[src/hw/rtl/tdp_pkg.sv]
// Shared types and constants for the trial division prime test block.
package tdp_pkg;

   localparam int VALUE_WIDTH_DEFAULT = 16;
   localparam int REQ_WIDTH           = 16;
   localparam int DIVISOR_OUT_WIDTH   = 8;

   localparam logic [1:0] VERDICT_PRIME = 2'd0;
   localparam logic [1:0] VERDICT_SMALL = 2'd1;
   localparam logic [1:0] VERDICT_EVEN  = 2'd2;
   localparam logic [1:0] VERDICT_ODD   = 2'd3;

   typedef enum logic [2:0] {
      ST_IDLE,
      ST_CLASSIFY,
      ST_CHECK,
      ST_DIVIDE,
      ST_REPORT
   } state_type;

   typedef struct packed {
      logic done;
      logic rem_zero;
   } div_status_type;

endpackage

[src/hw/rtl/tdp_divider.sv]
// Bit-serial restoring remainder unit, one dividend bit per cycle.
module tdp_divider #(
   parameter int VW = 16,
   parameter int DW = 9
) (
   input  logic                    clock,
   input  logic                    reset,
   input  logic                    start,
   input  logic [VW-1:0]           dividend,
   input  logic [DW-1:0]           divisor,
   output tdp_pkg::div_status_type status
);

   localparam int CW = (VW > 1) ? $clog2(VW) : 1;

   logic [DW-1:0] rem_ff,   rem_in;
   logic [CW-1:0] cnt_ff,   cnt_in;
   logic          busy_ff,  busy_in;
   logic          done_ff,  done_in;
   logic          zero_ff,  zero_in;
   logic [DW:0]   shifted;
   logic [DW:0]   diff;
   logic [DW-1:0] rem_next;

   always_comb begin
      shifted  = {rem_ff, dividend[cnt_ff]};
      diff     = shifted - {1'b0, divisor};
      // subtract when the partial remainder reaches the divisor
      rem_next = (shifted >= {1'b0, divisor}) ? diff[DW-1:0] : shifted[DW-1:0];

      rem_in  = rem_ff;
      cnt_in  = cnt_ff;
      busy_in = busy_ff;
      done_in = 1'b0;
      zero_in = zero_ff;
      if (start) begin
         rem_in  = '0;
         cnt_in  = CW'(VW - 1);
         busy_in = 1'b1;
      end else if (busy_ff) begin
         rem_in = rem_next;
         cnt_in = cnt_ff - CW'(1);
         if (cnt_ff == '0) begin
            busy_in = 1'b0;
            done_in = 1'b1;
            zero_in = (rem_next == '0);
         end
      end
   end

   always_ff @(posedge clock) begin
      if (reset) begin
         busy_ff <= 1'b0;
         done_ff <= 1'b0;
      end else begin
         busy_ff <= busy_in;
         done_ff <= done_in;
      end
      rem_ff  <= rem_in;
      cnt_ff  <= cnt_in;
      zero_ff <= zero_in;
   end

   assign status.done     = done_ff;
   assign status.rem_zero = zero_ff;

endmodule

[config.mk]
export PLATFORM = sky130hd
export DESIGN_NAME = tdp_divider
export DESIGN_NICKNAME = d
export VERILOG_FILES = /design/src/hw/rtl/tdp_pkg.sv /design/src/hw/rtl/tdp_divider.sv
export SDC_FILE = /design/constraint.sdc
export NUM_CORES = 1
export LEC_CHECK = 0
export ABC_AREA = 1
export BUFFER_PORTS_ARGS = -buffer_cell sky130_fd_sc_hd__clkbuf_2
export CORE_MARGIN = 3
export CORE_UTILIZATION = 50
export DETAILED_ROUTE_END_ITERATION = 16
export GPL_TIMING_DRIVEN = 1
export HOLD_SLACK_MARGIN = 0.06
export PLACE_DENSITY = 0.74
export SLEW_MARGIN = 20
export SYNTH_ARGS = -nofsm -noshare
export SYNTH_HDL_FRONTEND = slang
export SYNTH_SLANG_ARGS = --single-unit
[constraint.sdc]
create_clock -name clock -period 3.6 [get_ports clock]
set_input_delay 0.36 -clock clock [delete_from_list [all_inputs] [get_ports clock]]
set_output_delay 0.36 -clock clock [all_outputs]
set_load 0.01 [all_outputs]
Word-level counts from Yosys, hierarchy flattened
Cells that the tools add are included.
{"block": "word_totals", "inputBits": 28, "reg_bits": 16, "elab_cells": 22}
{"block": "classes", "n_mux": 7, "order_cmp": 2, "n_bitwise": 2, "addsub": 2, "n_reduce_logical": 4}
{"operator": "10-bit by 9-bit >= comparator with 1-bit output", "n": 1}
{"operator": "9-bit logical NOT", "n": 1}
{"operator": "9-bit 2-to-1 mux", "n": 1}
{"operator": "9-bit subtractor", "n": 1}
{"operator": "4-bit by 5-bit < comparator with 1-bit output (second input constant)", "n": 1}
{"operator": "1-bit 2-to-1 mux", "n": 5}
{"operator": "1-bit binary-select mux with 4-bit select", "n": 1}
{"operator": "4-bit logical NOT", "n": 1}
{"operator": "4-bit by 1-bit subtractor with 4-bit output (second input constant)", "n": 1}
{"operator": "3-bit AND reduction", "n": 1}
{"operator": "3-bit OR reduction", "n": 1}
{"operator": "1-bit NOT", "n": 2}

Logic depth before layout (Yosys ltp)
Gate-level depths: netlist of run 1.
{"block": "logic_depth", "word_depth": 5, "mapped_depth": 22, "mapped_depth_nobuf": 21}

Least setup slack after synthesis of run 1
OpenSTA, ideal clock, no wires.
{"block": "synth_path", "path_kind": "register to register", "start": "register cnt_ff[0]", "end": "register zero_ff, data pin", "setup_slack_ps": 1109, "arrival_time_ps": 2239, "period_less_slack_ps": 2491, "setup_time_ps": 251, "path_buffers": 1, "stages_incl_launch_ff": 21, "t_required_ps": 3349, "cell_sequence": "dfxtp_1 buf_2 inv_2 nand2_1 nand2_1 nand2_1 nand3_1 nand3_1 and2_1 ha_1 fa_1 inv_2 nand2_2 nand3_4 nand2_4 nand2_4 nand2_1 nand2_1 nor2_2 nand3_1 nor2_1"}
{"block": "synth_between", "elab_chain_cells": 5, "word_cells_on_any_way": 6}
{"item": "start: declaration", "line_no": "tdp_divider.sv:17", "source": "logic [CW-1:0] cnt_ff, cnt_in;"}
{"item": "start signal: assignment", "line_no": "tdp_divider.sv:60", "source": "cnt_ff <= cnt_in;"}
{"item": "1-bit binary-select mux with 4-bit select *", "line_no": "tdp_divider.sv:26", "source": "shifted = {rem_ff, dividend[cnt_ff]};"}
{"item": "1-bit 2-to-1 mux (not written as such) *", "line_no": "tdp_divider.sv:26"}
{"item": "9-bit subtractor or 10-bit by 9-bit >= comparator with 1-bit output (tied branches)", "line_no": "tdp_divider.sv:27, tdp_divider.sv:29"}
{"item": "9-bit 2-to-1 mux *", "line_no": "tdp_divider.sv:29", "source": "rem_next = (shifted >= {1'b0, divisor}) ? diff[DW-1:0] : shifted[DW-1:0];"}
{"item": "9-bit logical NOT *", "line_no": "tdp_divider.sv:46", "source": "zero_in = (rem_next == '0);"}
{"item": "end signal: assignment", "line_no": "tdp_divider.sv:61", "source": "zero_ff <= zero_in;"}
{"item": "end: declaration", "line_no": "tdp_divider.sv:20", "source": "logic zero_ff, zero_in;"}
Every way passes the cells marked *; elsewhere a longest branch is shown, timed or not. The select of a mux whose other input is x is not followed.
A chain may end at the register's enable or synchronous reset.

Worst setup path in the final report of run 1
Same ends and word-level chain as after synthesis.

==> key figures, run 1 <==
Placement
  • Buffers on Ports: 29
  • Post-Place Cells: between 200 and 300
  • HPWL after DPL: ~2800 µm
  • Dpl cell area: roughly 1600 µm²
  • Routability Congestion: 0.8145

Detailed routing
  • DRC errors left: 0
  • Final WL: 3212 µm
  • Number of vias per cell: about 5
  • Via count: 1,455
  • WL/cell: approximately 11 µm
  • DR pass1 iterations: 5
  • Antenna Nets Post-Route: 0
  • Initial DRC Count: 63

Synthesis
  • Synthesized cell area: 1435 µm²
  • Syn Nets: 270
  • Synth cell types: 31
  • Synth warnings: 0
  • Yosys top cell area share: about 22%
  • Cells after Synth: 231
  • Syn Area/Cell: between 6 and 7 µm²
  • Sequential share of the synthesized area: between 20% and 30%
  • Area leader, netlist: nand2_1
  • Seq cells post-synth: 16
  • Area contributors post-synth: nand2_1, dfxtp_1, nand3_1, ha_1, inv_1

STA
  • Final Hold Viols: 0
  • Final Setup Violations: 0
  • Total Neg Setup Slack: 0 ps
  • Skew final: between 4 and 5 ps
  • Worst-Margin Slew: approximately 550 ps
  • Period utilization: ~77%
  • Tmin final: 2778 ps
  • Relative slew slack: around 64%
  • Slew Limit Fails: 0
  • Unrepaired setup endpoints after global routing: false
  • Fmax: roughly 0.36 GHz

GRT
  • Largest net degree at the start of global routing: 11
  • Total GRT Usage: between 20% and 30%
  • Antenna violations before repair: 0
  • Vias in the first global route: 1,359
  • First-pass GRT wire length: ~5800 µm
  • Grt ovf: 0

Setup path
  • CP Capture Type: flip-flop
  • CP Class: reg -> reg
  • Required time worst endpoint: around 3700 ps
  • Cells on worst reg2reg path: 19
  • FF-to-FF setup slack: 820 ps
  • Worst r2r dst: zero_ff
  • Startpoint Class: flip-flop
  • R2r startpoint: cnt_ff[0]
  • Critical Path AT: around 2800 ps
  • CP max FO: 10

Power and ir drop
  • Clock Power Share: about 25%
  • Switch Pwr: 131.4 µW
  • Total Power: 406.1 µW
  • Pint: 274.7 µW
  • Seq pwr share: a little under half
  • Comb power frac: between 20 and 30%
  • Switching Share: 32.35%
  • Maximum VDD drop: between 0.2 and 0.25 mV
  • Power density over cell area: 250.1 nW/µm²
  • Pleak: about 0.95 nW

Finish
  • Area grow syn2layout: 13.16%
  • Number of diodes: 0
  • Finished Layout Cells: around 290
  • Final Net Count: 301
  • Footprint of the multi-input gates: ~950 µm²
  • Number of fill cells: roughly 270
  • FF/Latch Area: 330.3 µm²
  • Post-route cell area: roughly 1600 µm²
  • Share of post-route cells with drive strength above 1: approximately a fifth

Clocking
  • Post-CTS setup buffers: 0
  • H-tree levels: 1
  • TritonCTS Buffers: 3
  • Clock transition at path regs: approximately 90 ps
  • CTS Buffer Depth: 2
  • Cts repair resizes: 0
  • CTS Root Cell: clkbuf_4
  • # hold bufs at CTS: 0
  • CTS sink cnt: 16
  • CTS tree: done
  • Clock Latency Late Sink: 290 ps

Worst hold path
  • Hold depth: 2
  • Worst Hold End: busy_ff
  • Min-Delay Path Class: in -> reg
  • Hold_sp: reset

Die
  • Initial Util: 55.41%
  • # rows: 18
  • DIE HEIGHT: 59.58 µm
  • IO Pins: 30
  • Die Wd: 59.58 µm
  • CORE AREA: around 2600 µm²
  • Die area: ~3500 µm²

Run
  • Max Cap Viol: 0

Run status
  • Outcome: complete, no violations
-- per-layer routing --
layer / global-route usage (%) / routed length [µm] / vias up
li1: - / - / 793
met1: 28.34 / 1543 / 616
met2: 34.01 / 1443 / 39
met3: 4.139 / 178 / 7
met4: 5.380 / 46 / 0
met5: 0 / 0 / -
-- synthesized netlist by cell type (all sizes together) --
library cell  number
a21oi              6
a22o               4
a22oi              1
and2               1
buf                3
clkinv             1
dfxtp             15
edfxtp             1
fa                 1
ha                10
inv               35
nand2             91
nand3             30
nand4              1
nor2              18
nor3               2
o21a               1
o21ai              6
o22ai              1
xnor2              2
xor2               1
-- cell usage in the layout, fill, tap and decap left out --
cell type	netlist	routed
nand2_1	84	84
inv_1	30	30
clkbuf_2	0	29
nand3_1	28	28
dfxtp_1	15	15
nor2_1	12	12
ha_1	10	10
a21oi_1	6	6
inv_2	5	5
nand2_2	5	5
o21ai_1	5	5
a22o_1	4	4
nor2_2	3	3
nor2_4	3	3
clkbuf_4	0	3
nand2_4	2	2
xnor2_1	2	2
and2_1	1	1
clkinv_1	1	1
nand3_4	1	1
nor3_2	1	1
nand3_2	1	1
xor2_1	1	1
nand4_1	1	1
o21a_1	1	1
nor3_1	1	1
o22ai_1	1	1
a22oi_1	1	1
o21ai_0	1	1
fa_1	1	1
clkbuf_1	0	1
edfxtp_1	1	1
-- registers in the layout (all words and copies together) (netlist names) --
signal	cells
zero_ff	1
rem_ff	9
done_ff	1
cnt_ff	4
busy_ff	1
-- through the flow --
| step | hold WS (ps) | setup WS [ps] | util, % |
|---|---|---|---|
| after floorplan | 429.1 | 1109 | - |
| after global placement | 481.3 | 835.4 | 61.69 |
| after detailed placement | 482.3 | 830.6 | 61.69 |
| after CTS | 232.1 | 809.1 | 62.71 |
| after global routing | 233.1 | 549.3 | 62.71 |
| final | 233.7 | 822.4 | 62.71 |
-- layout make-up --
class	count	area share [%]
Multi-Input combinational cell	176	58.47
Sequential cell	16	20.34
Timing Repair Buffer	29	8.937
Inverter	36	8.321
Tap cell	30	2.311
Clock buffer	4	1.618
-- cell families after synthesis --
| family | Yosys count | synth area share, % |
|---|---|---|
| simple gates | 143 | 46.12 |
| buf+inv | 39 | 10.81 |
| compound gates | 19 | 8.108 |
| flops | 16 | 23.02 |
| fa+ha+maj | 11 | 10.11 |
| xor+xnor | 3 | 1.831 |
-- power groups by stage --
stage	sequential [mW]	clock, mW	combinational (mW)
floorplan	0.191	0	0.0851
global route	0.192	0.112	0.135
detailed placement	0.195	0	0.116
global placement	0.195	0	0.115
finish	0.191	0.100	0.115
CTS	0.191	0.103	0.116
-- how the worst max path moves through the flow --
stage,to,depth (start not counted),start,slack (ps)
floorplan,zero_ff,20,cnt_ff[0],1110
global placement,zero_ff,19,cnt_ff[0],840
detailed placement,zero_ff,19,cnt_ff[0],830
CTS,zero_ff,19,cnt_ff[0],810
global route,zero_ff,19,cnt_ff[0],550
finish,zero_ff,19,cnt_ff[0],820
-- critical path, cell delays in order, from the launching register on --
cell	delay, ps
dfxtp_1	420
inv_2	190
nand2_1	70
nand2_1	70
nand2_1	50
nand3_1	80
nand3_1	80
and2_1	170
ha_1	210
fa_1	420
inv_2	80
nand2_2	70
nand3_4	80
nand2_4	90
nand2_4	130
nand2_1	70
nand2_1	100
nor2_2	50
nand3_1	60
nor2_1	40
Note: power is estimated with default switching activity, not from simulation.
==> run 2, diff against run 1 <==
--- a/config.mk
+++ b/config.mk
@@ -8,11 +8,11 @@
 export ABC_AREA = 1
 export BUFFER_PORTS_ARGS = -buffer_cell sky130_fd_sc_hd__clkbuf_2
 export CORE_MARGIN = 3
-export CORE_UTILIZATION = 50
+export CORE_UTILIZATION = 49
 export DETAILED_ROUTE_END_ITERATION = 16
 export GPL_TIMING_DRIVEN = 1
 export HOLD_SLACK_MARGIN = 0.06
-export PLACE_DENSITY = 0.74
+export PLACE_DENSITY = 0.76
 export SLEW_MARGIN = 20
 export SYNTH_ARGS = -nofsm -noshare
 export SYNTH_HDL_FRONTEND = slang
==> constraint.sdc (replaced) <==
create_clock -name clock -period 2.5 [get_ports clock]
set_input_delay 0.25 -clock clock [delete_from_list [all_inputs] [get_ports clock]]
set_output_delay 0.25 -clock clock [all_outputs]
set_load 0.01 [all_outputs]
==> run 2 against run 1 <==
Compared with the run above:
- the flow now finishes with violations (setup timing)
- clock-buffer cell count unchanged
- cell area grew 23%
- critical path depth did not move
- clock power is 78% higher
- worst hold slack lost 110 ps
- wire length increased by 23%
- core utilization grew 9.0 points
- die area up 1.8%
- cell count is 7.2% higher
- total power increased by 68%
- largest cell class unchanged
- global-route usage is 0.29 points higher
- non-clock buffer count rose by 19
==> key figures, run 2 (same netlist as run 1, synthesis figures left out) <==
Power and ir drop
  • Pleak: approximately 1.1 nW
  • Power density over cell area: about 340 nW/µm²
  • Total Power: just under 700 µW
  • Maximum VDD drop: 0.2909 mV

Setup path
  • CP Capture Type: flip-flop
  • FF-to-FF setup slack: -150 ps
  • Critical Path AT: roughly 2700 ps
  • Cells on worst reg2reg path: 19
  • CP max FO: 8
  • CP Class: reg -> reg
  • Required time worst endpoint: 2560 ps
  • Startpoint Class: flip-flop

GRT
  • Vias in the first global route: 1,385
  • Antenna violations before repair: 0
  • Total GRT Usage: between 20% and 30%
  • Largest net degree at the start of global routing: 11
  • First-pass GRT wire length: around 5900 µm
  • Grt ovf: 0

Run status
  • Outcome: finished, violations left
  • Failing checks: setup timing

Finish
  • Biggest register: rem_ff
  • Final Net Count: around 320
  • Largest register FFs: 9
  • Most frequent cells in the layout: nand2_1, inv_1, clkbuf_2
  • Number of fill cells: about 230
  • Post-route cell area: 1993 µm²
  • Area grow syn2layout: 38.88%
  • Number of diodes: 0
  • Commonest non-fill, non-tap cell in the layout: nand2_1
  • Share of post-route cells with drive strength above 1: between 30 and 40%
  • Top flop regs: rem_ff: 9 flops, cnt_ff: 4 flops

Die
  • Die area: ~3600 µm²
  • CORE AREA: approximately 2800 µm²
  • # rows: 19
  • Die Wd: 60.12 µm
  • IO Pins: 30
  • Initial Util: between 50 and 60%
  • DIE HEIGHT: 60.12 µm

Run
  • Max Cap Viol: 0

STA
  • Relative slew slack: between 60% and 70%
  • Final Setup Violations: 4
  • Unrepaired setup endpoints after global routing: true
  • Skew final: slightly above 2 ps
  • Fmax: 0.3779 GHz
  • Period utilization: 105.8%
  • Tmin final: 2646 ps
  • Worst-Margin Slew: approximately 580 ps
  • Final Hold Viols: 0
  • Setup ws final: -146.2 ps
  • Slew Limit Fails: 0

Clocking
  • CTS tree: done
  • CTS sink cnt: 16
  • # hold bufs at CTS: 0
  • CTS Buffer Depth: 2
  • CTS Root Cell: clkbuf_4
  • H-tree levels: 1
  • Clock Latency Late Sink: approximately 290 ps
  • Clock transition at path regs: ~100 ps
  • TritonCTS Buffers: 3

Placement
  • HPWL after DPL: approximately 2900 µm
  • Buffers on Ports: 29
  • Dpl cell area: about 1700 µm²
  • Routability Congestion: just under 0.9

Detailed routing
  • DRC errors left: 0
  • Number of vias per cell: 5.096
  • Initial DRC Count: 94
  • Final WL: 3947 µm
  • Via count: around 1,600
  • Antenna Nets Post-Route: 0
  • DR pass1 iterations: 4
  • WL/cell: about 13 µm

Worst hold path
  • Hold depth: 2
  • Min-Delay Path Class: in -> reg
==> run 2: cell type report <==
cell class                      count  area (µm²)  area share (%)
Inverter                           36       140.1           7.031
Tap cell                           31       38.79           1.946
Timing Repair Buffer               48       310.3           15.57
Clock buffer                        4       36.28           1.820
Sequential cell                    16       334.1           16.76
Multi-Input combinational cell    177        1134           56.87
==> run 2: layer usage <==
layer	vias to the layer above	global-route usage [%]	routed length (µm)
met3	7	4.536	248
met5	-	0	0
li1	834	-	-
met1	694	29.55	1773
met4	0	4.747	67
met2	55	33.33	1858
==> run 2: power by group <==
group	switching [mW]	internal, mW	leakage, nW
combinational	0.125	0.105	0.963
clock	0.0889	0.0888	0.0210
sequential	0.00944	0.265	0.131
total	0.223	0.459	1.11
==> run 2: what timing repair did <==
action | CTS | global route
pin swaps | 0 | 11
setup buffers | 0 | 6
setup endpoints to repair | 8 | 8
gates resized for setup | 9 | 42
cloned | 0 | 1
==> run 2: critical path, cell delays in order (launching register included) <==
cell	delay, ps
dfxtp_4	410
buf_6	130
nand2_2	50
nand3_2	60
nand2_1	50
nand2_1	90
nand3_2	100
and2_4	180
ha_4	150
fa_2	350
inv_2	100
nand2_4	60
nand3_4	100
nand2_8	120
nand2_8	130
nand2_1	80
nand2_2	100
nor2_2	40
nand3_1	70
nor2_1	50
==> run 2: worst paths after layout <==
check / from / to
worst max-delay path: cnt_ff[0] / zero_ff
worst min-delay path: reset / busy_ff
worst max register to register: cnt_ff[0] / zero_ff
worst min register to register: rem_ff[4] / rem_ff[4]
==> run 2: through the flow <==
stage / worst slack, ps / std cells / utilization [%] / TNS [ps] / hold WS (ps)
CTS: 17.29 / 305 / 63.52 / 0 / 112.2
global placement: -130.2 / 301 / 61.00 / -155.3 / 425.6
finish: -146.2 / 312 / 71.66 / -201.8 / 123.6
global route: -312.6 / 312 / 71.66 / -1252 / 130.2
detailed placement: -188.3 / 301 / 61.00 / -512.9 / 435.5
floorplan: 9.090 / 231 / - / 0 / 319.1
==> run 3, diff against run 2 <==
--- a/config.mk
+++ b/config.mk
@@ -7,12 +7,14 @@
 export LEC_CHECK = 0
 export ABC_AREA = 1
 export BUFFER_PORTS_ARGS = -buffer_cell sky130_fd_sc_hd__clkbuf_2
+export CELL_PAD_IN_SITES_DETAIL_PLACEMENT = 1
+export CELL_PAD_IN_SITES_GLOBAL_PLACEMENT = 1
 export CORE_MARGIN = 3
-export CORE_UTILIZATION = 49
+export CORE_UTILIZATION = 34
 export DETAILED_ROUTE_END_ITERATION = 16
 export GPL_TIMING_DRIVEN = 1
 export HOLD_SLACK_MARGIN = 0.06
-export PLACE_DENSITY = 0.76
+export PLACE_DENSITY_LB_ADDON = 0.1
 export SLEW_MARGIN = 20
 export SYNTH_ARGS = -nofsm -noshare
 export SYNTH_HDL_FRONTEND = slang
==> run 3 against run 2 <==
Compared with the run above:
- the run still ends with setup timing left
- core utilization decreased by 20 points
- worst hold slack improved by 51 ps
- wire length increased by 8.0%
- cell area increased by 0.69%
- global-route usage decreased by 3.4 points
- clock-buffer cell count unchanged
==> key figures, run 3 (same netlist as run 1, synthesis figures left out) <==
Setup path
  • Critical Path AT: 2580 ps
  • Critical path, cell by cell: buf_6 -> nand2_2 -> nand2_1 -> nand2_1 -> nand3_2 -> nand3_2 -> and2_4 -> ha_4 -> fa_2 -> inv_2 -> nand2_4 -> nand3_4 -> nand2_8 -> nand2_8 -> nand2_2 -> nand2_2 -> nor2_1 -> nand3_1 -> nor2_1
  • Worst path top cell family by delay: simple AND/OR/NAND/NOR gates
  • CP startpoint: cnt_ff[0]
  • CP max-delay cell: dfxtp_4
  • CP Capture Type: flip-flop
  • R2r startpoint: cnt_ff[0]
  • Startpoint Class: flip-flop
  • CP Class: reg -> reg
  • Critical path buffers and inverters: 2
  • Required time worst endpoint: roughly 2500 ps
  • Crit path top cell by count: nand2_2
  • Slowest stage delay, CP: ~400 ps
  • CP max FO: 8

Finish
  • FF/Latch Area: about 330 µm²
  • Footprint of the multi-input gates: ~1100 µm²
  • Largest register FFs: 9
  • Biggest register: rem_ff
  • Commonest non-fill, non-tap cell in the layout: nand2_1
  • Share of post-route cells with drive strength above 1: 34.75%
  • Most frequent cells in the layout: nand2_1, inv_1, clkbuf_2
  • Number of diodes: 0
  • Top flop regs: rem_ff: 9 flops, cnt_ff: 4 flops
  • Number of fill cells: between 500 and 600
  • Final Net Count: between 300 and 400
  • Area grow syn2layout: 39.84%

Power and ir drop
  • Switch Pwr: roughly 220 µW
  • Maximum VDD drop: around 0.35 mV
  • Power density over cell area: roughly 370 nW/µm²
  • Pint: roughly 510 µW
  • Pleak: 1.090 nW
  • Total Power: around 740 µW
  • Switching Share: a little under a third
  • Comb power frac: approximately a third
  • Seq pwr share: between 30% and 40%
  • Clock Power Share: 31.3%

Detailed routing
  • WL/cell: ~13 µm
  • Initial DRC Count: 71
  • DRC errors left: 0
  • Antenna Nets Post-Route: 0
  • Final WL: between 4000 and 5000 µm
  • Number of vias per cell: about 4.9
  • Via count: 1,620
  • DR pass1 iterations: 2

Die
  • IO Pins: 30
  • # rows: 22
  • Die Wd: approximately 71 µm
  • Initial Util: between 30 and 40%
  • Die area: 5037 µm²
  • CORE AREA: 3854 µm²
  • DIE HEIGHT: between 70 and 80 µm

Run status
  • Outcome: finished, violations left
  • Failing checks: setup timing

Clocking
  • H-tree levels: 1
  • TritonCTS Buffers: 3
  • CTS Root Cell: clkbuf_8
  • # hold bufs at CTS: 0
  • CTS Buffer Depth: 2
  • Clock Latency Late Sink: ~250 ps
  • CTS sink cnt: 16
  • CTS tree: done
  • Clock transition at path regs: about 70 ps

GRT
  • Met2 GRT Util: roughly 33%
  • Antenna violations before repair: 0
  • GRT met3 Usage: 3.551%
  • Grt ovf: 0
  • First-pass GRT wire length: 7327 µm
  • Global Route met1 Usage: 21.68%
  • Most used routing layer: met2
  • Vias in the first global route: approximately 1,600
  • Largest net degree at the start of global routing: 12
  • Total GRT Usage: between 10% and 20%

STA
  • Slew Limit Fails: 0
  • Setup ws final: -62.59 ps
  • Unrepaired setup endpoints after global routing: true
  • Skew final: roughly 6.5 ps
  • Fmax: slightly below 0.4 GHz
  • Tmin final: between 2000 and 3000 ps
  • Final Setup Violations: 2
  • Worst-Margin Slew: 561.5 ps
  • Final Hold Viols: 0
  • Relative slew slack: between 60 and 70%
  • Period utilization: 102.5%
  • Worst hold slack: around 170 ps

Placement
  • Routability Congestion: around 0.77
  • Buffers on Ports: 29
  • HPWL after DPL: around 3500 µm

Run
  • Max Cap Viol: 0

Worst hold path
  • Min-Delay Path Class: in -> reg
  • Hold_sp: reset
run 3: changes by cell type in the layout (fill, tap and decap cells not counted), moves of 2 or more:
cell,delta
nand3_1,+2
nand2_4,-2
clkbuf_8,+3
buf_4,+2
nand3_2,-3
clkbuf_4,-3
o21ai_1,+2
buf_6,-3
o21ai_2,-2
run 3: what timing repair did:
item | CTS | global route
cloned | 1 | 1
pin swaps | 0 | 20
gates resized for setup | 6 | 34
setup endpoints to repair | 10 | 10
setup buffers | 0 | 3
run 3: path summary, 6_finish.rpt:
path	endpoint	slack (ps)	depth (start not counted)
min reg2reg	cnt_ff[2]	500	2
max	zero_ff	-60	19
max reg2reg	zero_ff	-60	19
min	busy_ff	170	2
run 3: area by class of cell:
type,count,share of cell area [%]
inverters,36,6.858
flip-flops and latches,16,16.65
repair buffers,48,15.52
well taps,48,2.993
clock buffers,4,2.743
multi-input cells,177,54.86
repair inverters,1,0.3741
run 3: stage by stage:
stage	instances	area, µm²	worst slack (ps)	setup TNS [ps]	util [%]
floorplan	231	1435	9.090	0	-
global placement	321	1740	-174.1	-499.0	45.16
detailed placement	321	1740	-249.2	-1088	45.16
CTS	326	1821	-56.05	-81.60	47.24
global route	330	2007	-264.2	-1194	52.08
finish	330	2007	-62.59	-62.73	52.08
run 3: power groups by stage:
stage / Combinational [mW] / Clock (mW) / Sequential, mW
global route: 0.262 / 0.249 / 0.277
CTS: 0.204 / 0.240 / 0.276
finish: 0.233 / 0.231 / 0.275
detailed placement: 0.199 / 0 / 0.281
floorplan: 0.123 / 0 / 0.275
global placement: 0.196 / 0 / 0.280
run 3: routing by layer:
metal / part of all wire [%] / vias to the layer above
li1: - / 835
met1: 43 / 758
met2: 53 / 21
met3: 3.0 / 6
met4: 1.0 / 0
met5: 0 / -
